### config.mk
export PLATFORM = sky130hd
export DESIGN_NAME = depth_scaled_key_repeat_scheduler
export DESIGN_NICKNAME = d
export VERILOG_FILES = /design/src/rtl/core/dsk_pkg.sv /design/src/rtl/core/dsk_mul_unit.sv /design/src/rtl/core/dsk_cell_mem.sv /design/src/rtl/core/depth_scaled_key_repeat_scheduler.sv
export SDC_FILE = /design/constraint.sdc
export NUM_CORES = 2
export LEC_CHECK = 0
export ABC_AREA = 0
export BUFFER_PORTS_ARGS = -buffer_cell sky130_fd_sc_hd__buf_2
export CORE_MARGIN = 10
export CORE_UTILIZATION = 60
export CTS_CLUSTER_DIAMETER = 80
export DETAILED_ROUTE_END_ITERATION = 16
export HOLD_SLACK_MARGIN = 0.06
export PLACE_DENSITY = 0.8
export SYNTH_ARGS = -nofsm -noshare
export SYNTH_HDL_FRONTEND = slang
export SYNTH_HIERARCHICAL = 1
export SYNTH_SLANG_ARGS = --single-unit
### constraint.sdc
create_clock -name clk_i -period 11.99 [get_ports clk_i]
set_input_delay 2.398 -clock clk_i [delete_from_list [all_inputs] [get_ports clk_i]]
set_output_delay 2.398 -clock clk_i [all_outputs]
set_load 0.05 [all_outputs]
### src/rtl/core/dsk_pkg.sv
package dsk_pkg;

  localparam int TrackSlotsDef = 8;
  localparam int MatrixRowsDef = 8;
  localparam int MatrixColsDef = 16;

  localparam int ActW     = 2;
  localparam int CodeW    = 16;
  localparam int RowW     = 3;
  localparam int ColW     = 4;
  localparam int DepthW   = 10;
  localparam int TimeW    = 16;
  localparam int CfgIdxW  = 3;
  localparam int CfgDataW = 16;

  localparam int MaxOut  = 8;
  localparam int OutCntW = 4;

  localparam logic [DepthW-1:0] FullDepth = 10'd1000;

  // Division by 1000 is a multiplication by floor(2^32 / 1000) and one correction step.
  localparam int ProdW      = 26;
  localparam int RecipW     = 23;
  localparam int MulW       = ProdW + RecipW;
  localparam int RecipShift = 32;
  localparam int QuotW      = MulW - RecipShift;
  localparam logic [RecipW-1:0] RecipM   = 23'd4294967;
  localparam logic [RecipW-1:0] DivisorK = 23'd1000;

  typedef enum logic [ActW-1:0] {
    ActPress   = 2'd0,
    ActRelease = 2'd1,
    ActSample  = 2'd2,
    ActTick    = 2'd3
  } action_e;

  typedef enum logic [CfgIdxW-1:0] {
    CfgRepeatEn = 3'd0,
    CfgMinIv    = 3'd1,
    CfgMaxIv    = 3'd2,
    CfgExclLo   = 3'd3,
    CfgExclHi   = 3'd4
  } cfg_reg_e;

  typedef enum logic [1:0] {
    MulScale = 2'd0,
    MulRecip = 2'd1,
    MulBack  = 2'd2
  } mul_op_e;

  typedef struct packed {
    logic              en;
    mul_op_e           op;
    logic [ProdW-1:0]  a;
    logic [DepthW-1:0] depth;
  } mul_req_t;

  typedef enum logic [3:0] {
    StClear,
    StIdle,
    StWalk,
    StMemRd,
    StMulP,
    StMulQ,
    StMulR,
    StCmp,
    StFlush
  } state_e;

endpackage

### src/rtl/core/dsk_mul_unit.sv
module dsk_mul_unit (
  input  logic                      clk_i,
  input  dsk_pkg::mul_req_t         req_i,
  output logic [dsk_pkg::MulW-1:0]  prod_o
);
  import dsk_pkg::*;

  logic [RecipW-1:0] op_b;
  logic [MulW-1:0]   prod_q;

  always_comb begin
    case (req_i.op)
      MulScale: op_b = {{(RecipW-DepthW){1'b0}}, req_i.depth};
      MulRecip: op_b = RecipM;
      MulBack:  op_b = DivisorK;
      default:  op_b = '0;
    endcase
  end

  always_ff @(posedge clk_i) begin
    if (req_i.en) begin
      prod_q <= {{RecipW{1'b0}}, req_i.a} * {{ProdW{1'b0}}, op_b};
    end
  end

  assign prod_o = prod_q;

endmodule

### src/rtl/core/dsk_cell_mem.sv
module dsk_cell_mem #(
  parameter int Cells = dsk_pkg::MatrixRowsDef * dsk_pkg::MatrixColsDef
) (
  input  logic                                  clk_i,
  input  logic                                  we_i,
  input  logic [((Cells > 1) ? $clog2(Cells) : 1)-1:0] waddr_i,
  input  logic [dsk_pkg::DepthW:0]              wdata_i,
  input  logic                                  re_i,
  input  logic [((Cells > 1) ? $clog2(Cells) : 1)-1:0] raddr_i,
  output logic [dsk_pkg::DepthW:0]              rdata_o
);
  import dsk_pkg::*;

  logic [DepthW:0] mem_q [Cells];
  logic [DepthW:0] rdata_q;

  always_ff @(posedge clk_i) begin
    if (we_i) begin
      mem_q[waddr_i] <= wdata_i;
    end
  end

  always_ff @(posedge clk_i) begin
    if (re_i) begin
      rdata_q <= mem_q[raddr_i];
    end
  end

  assign rdata_o = rdata_q;

endmodule

### src/rtl/core/depth_scaled_key_repeat_scheduler.sv
// Channel   Direction  Handshake                 Payload
// input     in         in_valid_i / in_stall_o   action, key, row, col, depth, held, time
// output    out        out_valid_o / out_stall_i keycode, row, col, reregister, last_in_run
// config    in         cfg_we_i                  cfg_idx_i, cfg_wdata_i
//
// Samples and ignored items leave the block idle; a press or release walks the slots, one per cycle.
// A tick walks the slots in turn; an active slot inside the matrix adds a depth read and a compare,
// and three passes of the shared multiplier when its depth is below full and the minimum interval
// is below the maximum; the tick stalls the input until its walk and flush are done.
// After reset a clearing pass over all MATRIX_ROWS * MATRIX_COLS cells zeroes the depth store.
// One result waits in the output register while the next is prepared; a tick holds when both
// are full and the output is stalled.
module depth_scaled_key_repeat_scheduler #(
  parameter int TRACK_SLOTS = dsk_pkg::TrackSlotsDef,
  parameter int MATRIX_ROWS = dsk_pkg::MatrixRowsDef,
  parameter int MATRIX_COLS = dsk_pkg::MatrixColsDef
) (
  input  logic                          clk_i,
  input  logic                          rst_ni,
  input  logic                          cfg_we_i,
  input  logic [dsk_pkg::CfgIdxW-1:0]   cfg_idx_i,
  input  logic [dsk_pkg::CfgDataW-1:0]  cfg_wdata_i,
  input  logic                          in_valid_i,
  output logic                          in_stall_o,
  input  logic [dsk_pkg::ActW-1:0]      action_i,
  input  logic [dsk_pkg::CodeW-1:0]     key_code_i,
  input  logic [dsk_pkg::RowW-1:0]      key_row_i,
  input  logic [dsk_pkg::ColW-1:0]      key_col_i,
  input  logic [dsk_pkg::DepthW-1:0]    depth_value_i,
  input  logic                          held_now_i,
  input  logic [dsk_pkg::TimeW-1:0]     now_time_i,
  output logic                          out_valid_o,
  input  logic                          out_stall_i,
  output logic [dsk_pkg::CodeW-1:0]     out_keycode_o,
  output logic [dsk_pkg::RowW-1:0]      out_row_o,
  output logic [dsk_pkg::ColW-1:0]      out_col_o,
  output logic                          reregister_o,
  output logic                          last_in_run_o
);
  import dsk_pkg::*;

  localparam int Cells    = MATRIX_ROWS * MATRIX_COLS;
  localparam int CellW    = (Cells > 1) ? $clog2(Cells) : 1;
  localparam int SlotW    = (TRACK_SLOTS > 1) ? $clog2(TRACK_SLOTS) : 1;
  localparam int SlotCntW = $clog2(TRACK_SLOTS + 1);
  localparam logic [SlotCntW-1:0] SlotEnd  = SlotCntW'(TRACK_SLOTS);
  localparam logic [CellW-1:0]    CellLast = CellW'(Cells - 1);

  state_e state_q, state_d;
  logic [SlotCntW-1:0] idx_q, idx_d;
  logic [OutCntW-1:0]  nres_q, nres_d;
  logic [CellW-1:0]    clr_idx_q;

  logic              rep_en_q;
  logic [TimeW-1:0]  min_q, max_q;
  logic [CodeW-1:0]  excl_lo_q, excl_hi_q;

  logic [ActW-1:0]   act_q;
  logic [CodeW-1:0]  code_q;
  logic [RowW-1:0]   row_q;
  logic [ColW-1:0]   col_q;
  logic [TimeW-1:0]  now_q;

  logic [TRACK_SLOTS-1:0] slot_act_q;
  logic [CodeW-1:0]  slot_code_q [TRACK_SLOTS];
  logic [RowW-1:0]   slot_row_q  [TRACK_SLOTS];
  logic [ColW-1:0]   slot_col_q  [TRACK_SLOTS];
  logic [TimeW-1:0]  slot_time_q [TRACK_SLOTS];

  logic [ProdW-1:0]  p_q;
  logic [QuotW-1:0]  q0_q;
  logic [TimeW-1:0]  iv_q, iv_d;

  logic              pend_valid_q;
  logic [CodeW-1:0]  pend_code_q;
  logic [RowW-1:0]   pend_row_q;
  logic [ColW-1:0]   pend_col_q;
  logic              pend_held_q;

  logic              out_valid_q;
  logic [CodeW-1:0]  out_code_q;
  logic [RowW-1:0]   out_row_q;
  logic [ColW-1:0]   out_col_q;
  logic              out_held_q;
  logic              out_last_q, out_last_d;

  logic              acc;
  logic              excluded;
  logic              in_in_mx;
  logic [CellW-1:0]  in_cell;
  logic [SlotW-1:0]  idx;
  logic              cur_act;
  logic [RowW-1:0]   cur_row;
  logic [ColW-1:0]   cur_col;
  logic [TimeW-1:0]  cur_time;
  logic              cur_in_mx;
  logic [CellW-1:0]  cur_cell;
  logic              walk_end;
  logic              out_free;
  logic [TimeW-1:0]  elapsed;
  logic [TimeW-1:0]  span;
  logic [ProdW-1:0]  rem;
  logic [QuotW-1:0]  quot;
  logic              bypass;

  logic              mem_we, mem_re;
  logic [CellW-1:0]  mem_waddr;
  logic [DepthW:0]   mem_wdata, mem_rdata;
  logic [DepthW-1:0] rd_depth;
  logic              rd_held;
  mul_req_t          mul_req;
  logic [MulW-1:0]   prod;

  logic slot_fill, slot_free, slot_stamp, pend_ld, pend_clr, out_ld, iv_ld, ld_p, ld_q0;

  assign acc       = in_valid_i && (state_q == StIdle);
  assign excluded  = (key_code_i >= excl_lo_q) && (key_code_i <= excl_hi_q);
  assign in_in_mx  = (int'(key_row_i) < MATRIX_ROWS) && (int'(key_col_i) < MATRIX_COLS);
  assign in_cell   = CellW'(int'(key_row_i) * MATRIX_COLS + int'(key_col_i));

  assign idx       = idx_q[SlotW-1:0];
  assign cur_act   = slot_act_q[idx];
  assign cur_row   = slot_row_q[idx];
  assign cur_col   = slot_col_q[idx];
  assign cur_time  = slot_time_q[idx];
  assign cur_in_mx = (int'(cur_row) < MATRIX_ROWS) && (int'(cur_col) < MATRIX_COLS);
  assign cur_cell  = CellW'(int'(cur_row) * MATRIX_COLS + int'(cur_col));

  assign walk_end  = (idx_q == SlotEnd) || (nres_q == OutCntW'(MaxOut));
  assign out_free  = !out_valid_q || !out_stall_i;
  assign elapsed   = now_q - cur_time;
  assign span      = max_q - min_q;
  assign rd_depth  = mem_rdata[DepthW-1:0];
  assign rd_held   = mem_rdata[DepthW];
  assign bypass    = (rd_depth >= FullDepth) || (min_q >= max_q);
  assign rem       = p_q - prod[ProdW-1:0];
  assign quot      = q0_q + QuotW'(rem >= ProdW'(DivisorK));

  assign mem_we    = (state_q == StClear) || (acc && (action_i == ActSample) && in_in_mx);
  assign mem_waddr = (state_q == StClear) ? clr_idx_q : in_cell;
  assign mem_wdata = (state_q == StClear) ? '0 : {held_now_i, depth_value_i};

  always_comb begin
    state_d    = state_q;
    idx_d      = idx_q;
    nres_d     = nres_q;
    mem_re     = 1'b0;
    mul_req    = '{en: 1'b0, op: MulScale, a: '0, depth: '0};
    slot_fill  = 1'b0;
    slot_free  = 1'b0;
    slot_stamp = 1'b0;
    pend_ld    = 1'b0;
    pend_clr   = 1'b0;
    out_ld     = 1'b0;
    out_last_d = 1'b0;
    iv_ld      = 1'b0;
    iv_d       = min_q;
    ld_p       = 1'b0;
    ld_q0      = 1'b0;
    case (state_q)
      StClear: begin
        if (clr_idx_q == CellLast) begin
          state_d = StIdle;
        end
      end
      StIdle: begin
        if (acc) begin
          idx_d  = '0;
          nres_d = '0;
          case (action_i)
            ActPress, ActRelease: begin
              if (!excluded) begin
                state_d = StWalk;
              end
            end
            ActTick: begin
              if (rep_en_q) begin
                state_d = StWalk;
              end
            end
            default: ;
          endcase
        end
      end
      StWalk: begin
        case (act_q)
          ActPress: begin
            if (walk_end) begin
              state_d = StIdle;
            end else if (!cur_act) begin
              slot_fill = 1'b1;
              state_d   = StIdle;
            end else begin
              idx_d = idx_q + 1'b1;
            end
          end
          ActRelease: begin
            if (walk_end) begin
              state_d = StIdle;
            end else if (cur_act && (cur_row == row_q) && (cur_col == col_q)) begin
              slot_free = 1'b1;
              state_d   = StIdle;
            end else begin
              idx_d = idx_q + 1'b1;
            end
          end
          ActTick: begin
            if (walk_end) begin
              state_d = StFlush;
            end else if (cur_act && cur_in_mx) begin
              mem_re  = 1'b1;
              state_d = StMemRd;
            end else begin
              idx_d = idx_q + 1'b1;
            end
          end
          default: state_d = StIdle;
        endcase
      end
      StMemRd: begin
        if (bypass) begin
          iv_ld   = 1'b1;
          iv_d    = min_q;
          state_d = StCmp;
        end else begin
          mul_req = '{en: 1'b1, op: MulScale, a: ProdW'(span), depth: rd_depth};
          state_d = StMulP;
        end
      end
      StMulP: begin
        ld_p    = 1'b1;
        mul_req = '{en: 1'b1, op: MulRecip, a: prod[ProdW-1:0], depth: '0};
        state_d = StMulQ;
      end
      StMulQ: begin
        ld_q0   = 1'b1;
        mul_req = '{en: 1'b1, op: MulBack, a: ProdW'(prod[MulW-1:RecipShift]), depth: '0};
        state_d = StMulR;
      end
      StMulR: begin
        iv_ld   = 1'b1;
        iv_d    = max_q - quot[TimeW-1:0];
        state_d = StCmp;
      end
      StCmp: begin
        if (elapsed < iv_q) begin
          idx_d   = idx_q + 1'b1;
          state_d = StWalk;
        end else if (!pend_valid_q || out_free) begin
          out_ld     = pend_valid_q;
          pend_ld    = 1'b1;
          slot_stamp = 1'b1;
          nres_d     = nres_q + 1'b1;
          idx_d      = idx_q + 1'b1;
          state_d    = StWalk;
        end
      end
      StFlush: begin
        if (!pend_valid_q) begin
          state_d = StIdle;
        end else if (out_free) begin
          out_ld     = 1'b1;
          out_last_d = 1'b1;
          pend_clr   = 1'b1;
          state_d    = StIdle;
        end
      end
      default: state_d = StIdle;
    endcase
  end

  always_ff @(posedge clk_i or negedge rst_ni) begin
    if (!rst_ni) begin
      state_q      <= StClear;
      idx_q        <= '0;
      nres_q       <= '0;
      clr_idx_q    <= '0;
      slot_act_q   <= '0;
      pend_valid_q <= 1'b0;
      out_valid_q  <= 1'b0;
    end else begin
      state_q <= state_d;
      idx_q   <= idx_d;
      nres_q  <= nres_d;
      if (state_q == StClear) begin
        clr_idx_q <= clr_idx_q + 1'b1;
      end
      if (slot_fill) begin
        slot_act_q[idx] <= 1'b1;
      end else if (slot_free) begin
        slot_act_q[idx] <= 1'b0;
      end
      if (pend_ld) begin
        pend_valid_q <= 1'b1;
      end else if (pend_clr) begin
        pend_valid_q <= 1'b0;
      end
      if (out_ld) begin
        out_valid_q <= 1'b1;
      end else if (!out_stall_i) begin
        out_valid_q <= 1'b0;
      end
    end
  end

  always_ff @(posedge clk_i or negedge rst_ni) begin
    if (!rst_ni) begin
      rep_en_q  <= 1'b1;
      min_q     <= 16'd20;
      max_q     <= 16'd200;
      excl_lo_q <= 16'hFFFF;
      excl_hi_q <= 16'd0;
    end else if (cfg_we_i) begin
      case (cfg_idx_i)
        CfgRepeatEn: rep_en_q  <= cfg_wdata_i[0];
        CfgMinIv:    min_q     <= cfg_wdata_i;
        CfgMaxIv:    max_q     <= cfg_wdata_i;
        CfgExclLo:   excl_lo_q <= cfg_wdata_i;
        CfgExclHi:   excl_hi_q <= cfg_wdata_i;
        default: ;
      endcase
    end
  end

  always_ff @(posedge clk_i) begin
    if (acc) begin
      act_q  <= action_i;
      code_q <= key_code_i;
      row_q  <= key_row_i;
      col_q  <= key_col_i;
      now_q  <= now_time_i;
    end
    if (slot_fill) begin
      slot_code_q[idx] <= code_q;
      slot_row_q[idx]  <= row_q;
      slot_col_q[idx]  <= col_q;
    end
    if (slot_fill || slot_stamp) begin
      slot_time_q[idx] <= now_q;
    end
    if (ld_p) begin
      p_q <= prod[ProdW-1:0];
    end
    if (ld_q0) begin
      q0_q <= prod[MulW-1:RecipShift];
    end
    if (iv_ld) begin
      iv_q <= iv_d;
    end
    if (out_ld) begin
      out_code_q <= pend_code_q;
      out_row_q  <= pend_row_q;
      out_col_q  <= pend_col_q;
      out_held_q <= pend_held_q;
      out_last_q <= out_last_d;
    end
    if (pend_ld) begin
      pend_code_q <= slot_code_q[idx];
      pend_row_q  <= cur_row;
      pend_col_q  <= cur_col;
      pend_held_q <= rd_held;
    end
  end

  dsk_cell_mem #(
    .Cells (Cells)
  ) u_cell_mem (
    .clk_i   (clk_i),
    .we_i    (mem_we),
    .waddr_i (mem_waddr),
    .wdata_i (mem_wdata),
    .re_i    (mem_re),
    .raddr_i (cur_cell),
    .rdata_o (mem_rdata)
  );

  dsk_mul_unit u_mul_unit (
    .clk_i  (clk_i),
    .req_i  (mul_req),
    .prod_o (prod)
  );

  assign in_stall_o    = (state_q != StIdle);
  assign out_valid_o   = out_valid_q;
  assign out_keycode_o = out_code_q;
  assign out_row_o     = out_row_q;
  assign out_col_o     = out_col_q;
  assign reregister_o  = out_held_q;
  assign last_in_run_o = out_last_q;

endmodule

[After elaboration in Yosys (flattened, before gate mapping)]
Memories as Yosys holds them, arrays and structs flattened. A register that Yosys moved wholly into a read port is not among the register bits.
Index checks and enable logic that the tools add are counted.
Storage, ports and cells
  bits in registers: 275
  output and inout port bits: 27
  word-level logic and storage cells: 213
  input port bits: 76
  RAM bits: 1720
  memories: 5
Operators by class
  add/subtract/negate cells: 10
  $lt $le $gt $ge: 8
  multiply operators: 1
  multiplexer cells: 79
  reductions and logical operators: 33
  bitwise logic cells: 3
  eq/ne operators: 45
Memories
  u_cell_mem.mem_q: depth 128, width 11, read ports 1, clocked after Yosys merged registers in 1, wr ports 1, line dsk_cell_mem.sv:14  | logic [DepthW:0] mem_q [Cells];
  slot_code_q: depth 8, width 16, read ports 1, clocked after Yosys merged registers in 1, wr ports 1, line depth_scaled_key_repeat_scheduler.sv:65  | logic [CodeW-1:0] slot_code_q [TRACK_SLOTS];
  slot_time_q: depth 8, width 16, read ports 1, clocked after Yosys merged registers in 0, wr ports 1, line depth_scaled_key_repeat_scheduler.sv:68  | logic [TimeW-1:0] slot_time_q [TRACK_SLOTS];
  slot_col_q: depth 8, width 4, read ports 1, clocked after Yosys merged registers in 0, wr ports 1, line depth_scaled_key_repeat_scheduler.sv:67  | logic [ColW-1:0] slot_col_q [TRACK_SLOTS];
  slot_row_q: depth 8, width 3, read ports 1, clocked after Yosys merged registers in 0, wr ports 1, line depth_scaled_key_repeat_scheduler.sv:66  | logic [RowW-1:0] slot_row_q [TRACK_SLOTS];
Operator list (count)
  case mux 39 bit (3 select lines): 1
  2-to-1 mux 4 bit: 25
  case mux 23 bit (3 select lines): 1
  multiplier 26 x 23 -> 49 bit: 1
  subtractor 16 bit: 3
  2-to-1 mux 39 bit: 1
  case mux 4 bit (3 select lines): 3
  case mux 4 bit (9 select lines): 1
  2-to-1 mux 1 bit: 35
  >= comparator 16 bit: 2
  inequality test 3 bit, second input constant: 10
  >= comparator 26 x 10 -> 1 bit, second input constant: 1
  subtractor 26 bit: 1
  AND reduction 10 bit: 2
  adder 16 x 1 -> 16 bit: 1
  == test 4 x 3 -> 1 bit, second input constant: 4
  less-or-equal comparator 16 bit: 1
  < comparator 16 bit: 1
  2-to-1 mux 16 bit: 1
  2-to-1 mux 8 bit: 2
  case mux 4 bit (2 select lines): 2
  adder 7 x 4 -> 7 bit: 2
  == test 4 bit, second input constant: 3
  inequality test 4 bit, second input constant: 3
  40 further kinds: 72

[Longest topological paths before layout]
  word-level depth: 10
  gate-level depth with buffers: 37
  depth with buffers taken out: 34

[By module]
The synthesis kept the hierarchy.
Modules (own cells, without submodules)
  dsk_cell_mem: area each 54333.4 µm², cells an instance 2178, instances 1, sequential area each 42610.9 µm²
  depth_scaled_key_repeat_scheduler: area each 25381.8 µm², cells an instance 1908, instances 1, sequential area each 16193.0 µm²
  dsk_mul_unit: area each 15368.5 µm², cells an instance 1615, instances 1, sequential area each 1471.4 µm²

[Least setup slack after synthesis]
No wires, ideal clock.
  path kind: register to register
  start: register state_q[1]
  end: register u_mul_unit.prod_q[45] (netlist: u_mul_unit/prod_o[45]) (data pin)
  path buffers: 5
  stages on the path, launching flop included: 31
  slack: 3.021 ns
  setup time: 0.176 ns
  data arrival time: 8.793 ns
  period minus slack after synthesis: 8.969 ns
  data required time: 11.814 ns
  cells stage by stage: dfrtp_1 > clkbuf_1 > nor3_1 > clkbuf_1 > inv_1 > ha_1 > nor2b_1 > a21o_1 > clkbuf_1 > clkbuf_1 > nand2_1 > fa_1 > fa_1 > fa_1 > fa_1 > fa_1 > inv_1 > fa_1 > inv_1 > fa_1 > inv_1 > ha_1 > buf_2 > a21oi_1 > o21ai_1 > a21oi_2 > a31oi_4 > o211ai_2 > a21oi_1 > or4bb_1 > o311ai_2
RTL lines
  from (decl): line depth_scaled_key_repeat_scheduler.sv:49  | state_e state_q, state_d;
  from (signal assigned): line depth_scaled_key_repeat_scheduler.sv:274  | state_q <= StClear;
  from (signal assigned): line depth_scaled_key_repeat_scheduler.sv:282  | state_q <= state_d;
  to (signal assigned): line dsk_mul_unit.sv:22  | prod_q <= {{RecipW{1'b0}}, req_i.a} * {{ProdW{1'b0}}, op_b};
  to (decl): line dsk_mul_unit.sv:9  | logic [MulW-1:0] prod_q;

==> impl_results.md <==
- Status: completed
- Worst r2r src: max_q[0]
- Fin crit period: 9.73 ns
- Setup TNS: 0 ns
- Crit. End Element: flip-flop
- Clock net sink count: 2016
- Port buffer count: 102
- P&R area growth vs syn: 9.66%
- Final Cell Area: 0.104 mm²
- Die Area: 0.174 mm²
- Synth Warn #: 6
- Worst-Skew Late Latency: 0.85 ns
- Post-CTS Setup Repair Bufs: 0
- Row cnt: 145
- TritonCTS clock tree: built
- Total GRT Usage: 28.0%
- Drt first pass iters: 8
- Vias per inst: 6.66
- Top cell by count, worst path: fa_1
- Clk slew on worst S/H paths: 0.06 ns
- Global placement routability congestion: 0.886
- Clk root buf: clkbuf_16
- Crit path DAT: 10.38 ns
- Hold_buf cts: 0
- WL/cell: 30.3 µm
- Post-DP HPWL: 144 mm
- Initial antenna violation count: 19
- Hold Vio Cnt, Final: 0
- Fmax: 103 MHz
- Total number of vias: 53.5k
- CP max stage delay: 0.56 ns
- RSZ-0062 raised after global routing: false
- DP Worst Slack: 2.32 ns
- Placed cell area: 0.0980 mm²
- Number of max-cap violations: 0
- Post-Synthesis Cells: 5684
- Remaining antenna violation count after routing: 0
- Total CTS buffers: 183
- Critical path's slowest cell: fa_1
- Worst setup SP type: flip-flop
- Peak VDD IR: 0.000251 V
- Grt ovf: 0
- Resized Gates After CTS: 0
- Hold/Removal Path Class: flip-flop to flip-flop
- PwrDens: 233 mW/mm²
- Iteration-0 DRC count of the detailed router: 7113
- Final worst path period share: 81.2%
- Fin worst setup slack: 2.26 ns
- Critical setup path kind: flip-flop to flip-flop
- Total wire length: 244 mm
- Worst Max-Slew Pin Slew: 1.39 ns
- CTS H-Tree Depth: 4
- Required time worst endpoint: 12.64 ns
- Vias in the first global route: 54.3k
- Maximum fanout along the worst path: 26
- I/O Pins: 103
- Crit. Startpoint: max_q[0]
- Min-delay src: pend_code_q[10]
- Final setup skew: 0.0791 ns
- Max-slew headroom: 6.72%
- Die X: 418 µm
- Largest net degree at the start of global routing: 161
- Longest Clk Path Bufs: 3
- Post-synth net total: 6436
- Global-route wire length before repair: 363 mm
- Avg Inst Size Synth: 16.7 µm²
- Layout cell share with drive strength beyond 1: 18.1%
- Slew Viols, Final: 0
- Final #Nets: 6582
- Netlist Area Pre-Place: 0.0948 mm²
- Die height: 418 µm
- Starting Density: 60.6%
- Drt drc: 0
- Leakage: 0.0374 µW
- Final Setup Violations: 0
- CORE AREA: 0.157 mm²
critical path, delay by kind of cell, from the launching register on:
kind / cells / cell delay [ns]
AND/OR/NAND/NOR: 4 / 1.11
AO/OA/AOI/OAI: 13 / 3.04
adder cells (fa/ha/maj): 10 / 4.43
flip-flops: 1 / 0.36
buffers and inverters: 7 / 0.58
routing by layer:
metal  global-route usage, %  vias up  wire, µm  share of wire [%]
met2                    45.4     3539    120000                 49
met1                    37.3    27383     87800                 36
met4                    11.8       18     11400                4.7
met3                    5.57      661     24400                 10
met5                       0        -       104              0.043
li1                        -    21888         -                  -
layout make-up:
class                           instances  area [µm²]
Sequential cell                      2016       60100
Fill cell                            9792       52600
Multi-Input combinational cell       2911       32000
Clock buffer                          229        4830
Tap cell                             2058        2570
Inverter                              512        1930
Timing Repair Buffer                  206        1340
Clock inverter                         96        1140
Antenna cell                            8        20.0
metrics by stage:
step,total power (µW),utilization [%],cells,hold WS (ns)
final,24300,66.4,8036,0.417
after global routing,25100,66.4,8029,0.422
after detailed placement,18100,62.6,7702,0.405
after global placement,17900,62.6,7702,0.401
after floorplan,15200,-,5684,0.400
after CTS,24200,66.4,8027,0.416
flip-flops by register name, summed over array words and instances (netlist names), 11 cells and up, named ones only:
name	cells
slot_col_q	32
min_q	16
code_q	16
q0_q	16
out_keycode_o	16
slot_code_q	128
u_cell_mem/rdata_o	11
pend_code_q	16
u_mul_unit/prod_o	43
p_q	26
excl_hi_q	16
max_q	16
u_cell_mem/mem_q	1408
slot_row_q	24
iv_q	16
slot_time_q	128
now_q	16
excl_lo_q	16
where the power goes:
group	internal, µW	leakage (µW)	switching (µW)
clock network	3270	0.00291	2670
registers	8480	0.0185	233
logic	3880	0.0160	5730
path summary, 6_finish.rpt:
kind                                         end  depth (start not counted)  slack (ns)
setup reg to reg           u_mul_unit/prod_o[45]                         34        2.26
hold reg to reg                out_keycode_o[10]                          0        0.42
hold / removal                 out_keycode_o[10]                          0        0.42
min in group asynchronous              max_q[10]                          1        1.53
max in group asynchronous              min_q[10]                          2        9.19
setup / recovery           u_mul_unit/prod_o[45]                         34        2.26
cells in the final DEF, fill, tap and decap left out, types with 13 or more instances in the layout:
cell type	count
o21ai_1	13
o21ai_0	125
mux2_2	44
nor2b_1	27
a22oi_1	116
buf_4	101
mux4_2	472
mux2i_1	14
nor2_1	211
inv_1	509
clkinv_2	33
ha_1	399
clkinv_1	27
a22o_1	16
buf_2	101
dfstp_2	22
dfrtp_1	72
clkbuf_1	40
nand2_1	301
fa_1	277
nand4_1	46
xor2_1	45
a21o_1	59
xnor2_1	56
a221oi_1	16
clkbuf_16	185
nand3_1	50
a21oi_1	117
edfxtp_1	1922
and2_1	191
bufinv_16	18
o211ai_1	14
nor3_1	28
a211oi_1	13
and3_1	37
nand2b_1	14
Power figures use the tool's default switching activity.
